**src/design/sss_pkg.sv**
```systemverilog
// ----------------------------------------------------------------------------
// sss_pkg
// Types, constants and helper functions shared by the scrambled Sobol
// sample generator.
// ----------------------------------------------------------------------------
`default_nettype none

package sss_pkg;

  localparam logic [63:0] GOLDEN64 = 64'h9E37_79B9_7F4A_7C15;
  localparam logic [63:0] MIX64_C1 = 64'hBF58_476D_1CE4_E5B9;
  localparam logic [63:0] MIX64_C2 = 64'h94D0_49BB_1331_11EB;
  localparam logic [31:0] MIX32_C1 = 32'h7FEB_352D;
  localparam logic [31:0] MIX32_C2 = 32'h846C_A68B;
  localparam logic [63:0] DIM_MUL  = 64'hD1B5_4A32_D192_ED03;
  localparam logic [31:0] OWEN_C0  = 32'h6C50_B47C;
  localparam logic [31:0] OWEN_C1  = 32'hB82F_1E52;
  localparam logic [31:0] OWEN_C2  = 32'hC7AF_E638;
  localparam logic [31:0] OWEN_C3  = 32'h8D22_F6E6;
  localparam logic [23:0] HALF_24  = 24'h80_0000;

  localparam logic [1:0] MODE_INDEP  = 2'd0;
  localparam logic [1:0] MODE_OWEN   = 2'd1;
  localparam logic [1:0] MODE_ZSOBOL = 2'd2;

  localparam logic [1:0] REG_MODE      = 2'd0;
  localparam logic [1:0] REG_SEED      = 2'd1;
  localparam logic [1:0] REG_SPP       = 2'd2;
  localparam logic [1:0] REG_PIX_DIM   = 2'd3;

  typedef struct packed {
    logic        kind;
    logic [15:0] pixel_x;
    logic [15:0] pixel_y;
    logic [15:0] sample_number;
    logic [9:0]  dimension;
    logic [15:0] lane;
  } in_item_t;

  typedef struct packed {
    logic [23:0] first_value;
    logic [23:0] second_value;
  } out_item_t;

  typedef struct packed {
    logic        two;
    logic        centre;
    logic        owen;
    logic        zsobol;
    logic [15:0] sn;
    logic [31:0] idx;
    logic [31:0] ax1_rev;
  } side_t;

  typedef struct packed {
    logic [63:0] ll;
    logic [31:0] cr;
  } mul_part_t;

  function automatic mul_part_t mul_part(input logic [63:0] a, input logic [63:0] c);
    mul_part_t   p;
    logic [31:0] m1;
    logic [31:0] m2;
    p.ll = {32'b0, a[31:0]} * {32'b0, c[31:0]};
    m1   = a[31:0] * c[63:32];
    m2   = a[63:32] * c[31:0];
    p.cr = m1 + m2;
    return p;
  endfunction

  function automatic logic [63:0] mul_sum(input mul_part_t p);
    return p.ll + {p.cr, 32'b0};
  endfunction

  function automatic logic [31:0] rev32(input logic [31:0] v);
    logic [31:0] r;
    for (int i = 0; i < 32; i++) begin
      r[i] = v[31-i];
    end
    return r;
  endfunction

  function automatic logic [31:0] spread16(input logic [15:0] v);
    logic [31:0] r;
    r = '0;
    for (int i = 0; i < 16; i++) begin
      r[2*i] = v[i];
    end
    return r;
  endfunction

  function automatic logic [31:0] sobol_axis1(input logic [31:0] idx);
    logic [31:0] dir;
    logic [31:0] acc;
    dir = 32'h8000_0000;
    acc = '0;
    for (int i = 0; i < 32; i++) begin
      if (idx[i]) begin
        acc = acc ^ dir;
      end
      dir = dir ^ (dir >> 1);
    end
    return acc;
  endfunction

endpackage

`default_nettype wire

```
**src/design/sss_owen.sv**
```systemverilog
// ----------------------------------------------------------------------------
// sss_owen
// Four-stage Laine-Karras scramble chain on a 32-bit word, one multiply
// per stage.
// ----------------------------------------------------------------------------
`default_nettype none

module sss_owen
  import sss_pkg::*;
(
  input  wire logic        clk,
  input  wire logic        en,
  input  wire logic [31:0] u_in,
  output logic [31:0]      u_out
);

  logic [31:0] t1;
  logic [31:0] t2;
  logic [31:0] t3;
  logic [31:0] t4;
  logic [31:0] m0;
  logic [31:0] m1;
  logic [31:0] m2;
  logic [31:0] m3;

  always_comb begin
    m0 = u_in * OWEN_C0;
    m1 = t1 * OWEN_C1;
    m2 = t2 * OWEN_C2;
    m3 = t3 * OWEN_C3;
  end

  always_ff @(posedge clk) begin
    if (en) begin
      t1 <= u_in ^ m0;
      t2 <= t1 ^ m1;
      t3 <= t2 ^ m2;
      t4 <= t3 ^ m3;
    end
  end

  assign u_out = t4;

endmodule

`default_nettype wire
```
**config.mk**
```make
export PLATFORM = sky130hd
export DESIGN_NAME = sss_owen
export DESIGN_NICKNAME = d
export VERILOG_FILES = /design/src/design/sss_pkg.sv /design/src/design/sss_owen.sv
export SDC_FILE = /design/constraint.sdc
export NUM_CORES = 2
export LEC_CHECK = 0
export ABC_AREA = 0
export BUFFER_PORTS_ARGS = -buffer_cell sky130_fd_sc_hd__clkbuf_2
export CAP_MARGIN = 10
export CORE_MARGIN = 1
export CORE_UTILIZATION = 35
export DETAILED_ROUTE_END_ITERATION = 12
export GPL_TIMING_DRIVEN = 0
export MAX_ROUTING_LAYER = met4
export PLACE_DENSITY = 0.6
export SYNTH_ARGS = -nofsm -noshare
export SYNTH_HDL_FRONTEND = slang
export SYNTH_SLANG_ARGS = --single-unit
```
**constraint.sdc**
```tcl
create_clock -name clk -period 6.3 [get_ports clk]
set_clock_uncertainty 0.2 [all_clocks]
set_input_delay 0 -clock clk [delete_from_list [all_inputs] [get_ports clk]]
set_output_delay 0 -clock clk [all_outputs]
set_load 0.02 [all_outputs]
```
=== Word-level counts from Yosys, hierarchy flattened ===
Index checks and enable logic that the tools add are counted.

* Bitwise operators: 4
* Multipliers: 4

{| class="wikitable"
|+ Operators with widths
! kind !! number
|-
| $xor 32x32->32 || 4
|-
| $mul 32x31->31 const B || 2
|-
| $mul 32x29->29 const B || 1
|-
| $mul 32x29->30 const B || 1
|}

* Word-level logic and storage cells: 12
* Register bits after elaboration: 128
* Input port bits: 34

=== Depth between registers and ports, before layout ===
* Depth after elaboration: 2
* Depth in mapped cells: 25
* Mapped depth without buffers: 25

=== Worst setup path after synthesis ===
OpenSTA, ideal clock, no wires.

* Path type: reg2reg
* From: reg t3[10]
* To: reg t4[25], in the netlist u_out[25] (data pin)
* Data arrival time: 6.467 ns
* Buffers on the path: 0
* Cell stages (with the launch flop): 25
* Path slack: -0.626 ns
* Cells stage by stage: edfxtp_1 -> inv_1 -> fa_1 -> inv_1 -> fa_1 -> fa_1 -> fa_1 -> fa_1 -> inv_1 -> fa_1 -> inv_1 -> fa_1 -> inv_1 -> fa_1 -> inv_1 -> ha_1 -> o21ai_0 -> a21oi_1 -> or4_1 -> a31oi_1 -> o41ai_1 -> a21o_1 -> a21o_1 -> a21oi_1 -> xnor2_1

* Cells in the longest elaborated chain, start to end: 2

{| class="wikitable"
|+ Ends and longest elaborated chain
! element !! line !! text
|-
| from (decl) || sss_owen.sv:19 || <nowiki>logic [31:0] t3;</nowiki>
|-
| from (signal assigned) || sss_owen.sv:37 || <nowiki>t3 <= t2 ^ m2;</nowiki>
|-
| $mul 32x31->31 || sss_owen.sv:30 || <nowiki>m3 = t3 * OWEN_C3;</nowiki>
|-
| $xor 32x32->32 || sss_owen.sv:38 || <nowiki>t4 <= t3 ^ m3;</nowiki>
|-
| to (signal assigned) || sss_owen.sv:38 ||
|-
| to (decl) || sss_owen.sv:20 || <nowiki>logic [31:0] t4;</nowiki>
|}

No other way between the ends.
A chain may end at the register's enable or synchronous reset.

=== Worst setup path after layout ===
* From: reg t3[12]
* To: reg t4[31], in the netlist u_out[31] (data pin)

Same word-level chain as after synthesis.

==> metrics.md <==
| Metric | Value |
|---|---|
| Post-route cell area | `between 40000 and 50000 sq um` |
| Cell mode on critical path | `fa_1` |
| Layout area overhead | `18.2%` |
| GRT Total Usage | `18.5%` |
| TritonRoute pass-1 iters | `6` |
| Number of synthesized flops with an enable pin | `128` |
| Via density | `between 4 and 5` |
| Fillers | `9723` |
| Die area | `around 100000 sq um` |
| CP max stage cell | `fa_1` |
| Syn Std Cell Area | `roughly 36000 sq um` |
| Setup crit end kind | `register` |
| Hold WS | `between 0.15 and 0.2 ns` |
| Synth Instances | `about 3.5k` |
| Die Span Y | `between 300 and 400 um` |
| Syn Area/Cell | `10.4 sq um` |
| Wire length per cell | `17.3 um` |
| Area occupied by multi-input gates | `29300 sq um` |
| Worst Setup Slack, final | `-0.975 ns` |
| Crit Path Max Fanout | `4` |
| Worst skew pair latency | `a little under 0.5 ns` |
| Post-synthesis sequential area ratio | `10.6%` |
| Vias in the first global route | `25.6k` |
| ANT cells | `0` |
| CTS tree | `built` |
| Required time of the critical path | `about 6.3 ns` |
| H-tree lvl count | `4` |
| Count of cell types in the netlist | `50` |
| Slew margin rel. | `61.2%` |
| Die X | `324 um` |
| GRT overflow | `0` |
| Layout cell share with drive strength beyond 1 | `16.2%` |
| Largest area contributor in the netlist | `fa_1` |
| CP startpoint kind | `register` |
| # port buffers | `65` |
| Critical Path AT | `7.28 ns` |
| Tmin final | `a little over 7 ns` |
| Final period util | `115%` |
| Max incr delay on CP | `approximately 0.54 ns` |
| Slew Viols, Final | `0` |
| NumNets Final | `5241` |
| Critical-path cell list | `inv_2 > fa_1 > inv_1 > fa_1 > fa_1 > fa_1 > fa_1 > inv_2 > fa_1 > inv_2 > fa_1 > inv_2 > fa_1 > inv_2 > ha_4 > nand3_1 > o41ai_2 > buf_4 > a21oi_4 > a211o_4 > o21ai_4 > xnor2_4` |
| Synth top cells by count | `1244 x inv_1, 703 x fa_1, 671 x ha_1, 267 x xnor2_1, 128 x edfxtp_1` |
| Setup-failing EPs final | `20` |
| First-pass GRT wire length | `142000 um` |
| RSZ-0062 raised after global routing | `true` |
| CTS max path bufs | `2` |
| Core box area | `roughly 100000 sq um` |
| RePlAce Congestion | `0.916` |
| Clk sinks | `128` |
| DRC | `0` |
| Detailed Place HPWL | `73700 um` |
| WS Path Type | `register to register` |
| Fraction of registers with async set or reset after synthesis | `0%` |
| CTS Buf Count | `17` |
| Crit path buf inv count | `7` |
| Yosys top cell area share | `38.8%` |
| Hold Path Depth | `2` |
| Levels on crit path | `22` |
| Initial antenna violation count | `0` |
| Status | `complete, but fails checks` |
| YS warnings | `0` |
| FF+latch area | `3840 sq um` |
| R2R cell count | `22` |
| Max-cap violations | `0` |
| Clock-pin slew on the worst setup and hold paths | `around 0.070 ns` |
| Total Wirelength | `90200 um` |
| Min-delay worst type | `input pin to register` |
| Starting Density | `35.5%` |
| Syn Nets | `around 4.9k` |
| Fmax | `roughly 0.14 GHz` |
| Drt first-iter violations | `830` |
| Largest net degree at the start of global routing | `89` |
| Actual slew at the worst max-slew pin | `0.582 ns` |
| Top Family by Delay on Critical Path | `adder cells` |
| Antenna-violating nets left | `0` |
| Fin. Hold Viols | `0` |
| Register bit total from synthesis | `128` |
| Violated checks | `setup timing` |
| CTS root buffer | `clkbuf_16` |
| Placement-stage cell area | `38600 sq um` |
| # rows | `117` |
| Dominant cells by area after synthesis | `fa_1 39%, ha_1 23%, inv_1 13%, edfxtp_1 11%, xnor2_1 6.4%` |
| Count leader, synth | `inv_1` |
| Vias | `23.4k` |
| Main synth FF type | `edfxtp_1` |
| Total I/O pin count | `66` |
[placed cells by master (no fill, tap or decap), drive strengths merged, types with 16 or more instances in the layout]
| master | instances |
|---|---|
| edfxtp | 128 |
| o21ai | 41 |
| xor2 | 85 |
| clkbuf | 75 |
| dlygate4sd3 | 31 |
| nand2b | 17 |
| xnor2 | 267 |
| buf | 245 |
| inv | 1234 |
| nand3 | 16 |
| clkinvlp | 18 |
| fa | 703 |
| ha | 671 |
| nor2 | 47 |
| a21oi | 85 |
| a21o | 37 |
| nand2 | 30 |
[worst paths after layout]
kind            from         to  slack (ns)
max           t3[12]  u_out[31]       -0.97
min          u_in[2]      t1[2]        0.20
max reg2reg   t3[12]  u_out[31]       -0.97
min reg2reg   t2[29]     t3[29]        0.45
[worst reg2reg max path, delay by kind of cell, from the launching register on]
kind,cells,cell delay [ns]
adders and majority gates,9,4.34
AOI/OAI and AO/OA,4,1.08
buffers and inverters,7,0.57
DFF,1,0.51
and+or+nand+nor,1,0.17
xor gates and xnor gates,1,0.13
[cells by family after synthesis]
group	after synthesis	share of synthesized area, %
simple gates	152	2.01
xor+xnor	352	8.50
flops	128	10.6
fa+ha+maj	1374	61.9
buf+inv	1245	12.9
compound gates	231	4.09
[layout make-up]
class	count	area share, %
clock inverter	14	0.423
sequential	128	8.96
inverter	1244	11.0
multi-input combinational	2109	68.3
tap	1368	3.99
clock buffer	18	1.00
buffer	1	0.0321
timing repair buffer	332	6.24
[timing repair]
| item | 4_1_cts | 5_1_grt |
|---|---|---|
| pin swaps | 83 | 122 |
| endpoints found under the hold margin | 70 | 0 |
| resized for setup | 182 | 178 |
| hold buffers | 31 | 0 |
| setup buffers | 176 | 62 |
| endpoints found under the setup margin | 52 | 40 |
[per-layer routing]
metal  vias up  global-route usage, %  wire [um]
met4         0                   5.45       2650
met1     11779                   22.7      38900
li1      11127                      -          -
met5         -                      -          0
met2       364                   32.0      45900
met3       126                   1.89       2730
[registers in the layout, indices dropped and copies added (netlist names)]
register  cells
t1           32
t2           32
t3           32
u_out        32
[per-stage QoR]
step           instances  TNS, ns  worst slack [ns]  utilization [%]
2_1_floorplan       3482    -2.18            -0.472                -
4_1_cts             5156    -8.20             -1.01             40.9
3_3_place_gp        4915   -39.16             -2.62             37.7
6_report            5214    -8.08            -0.975             41.9
3_5_place_dp        4917   -39.32             -1.95             37.7
5_1_grt             5214   -12.70             -1.16             41.9
Power is not shown: default switching activity piles up to over one toggle a cycle in this logic, so the estimate is an artifact.
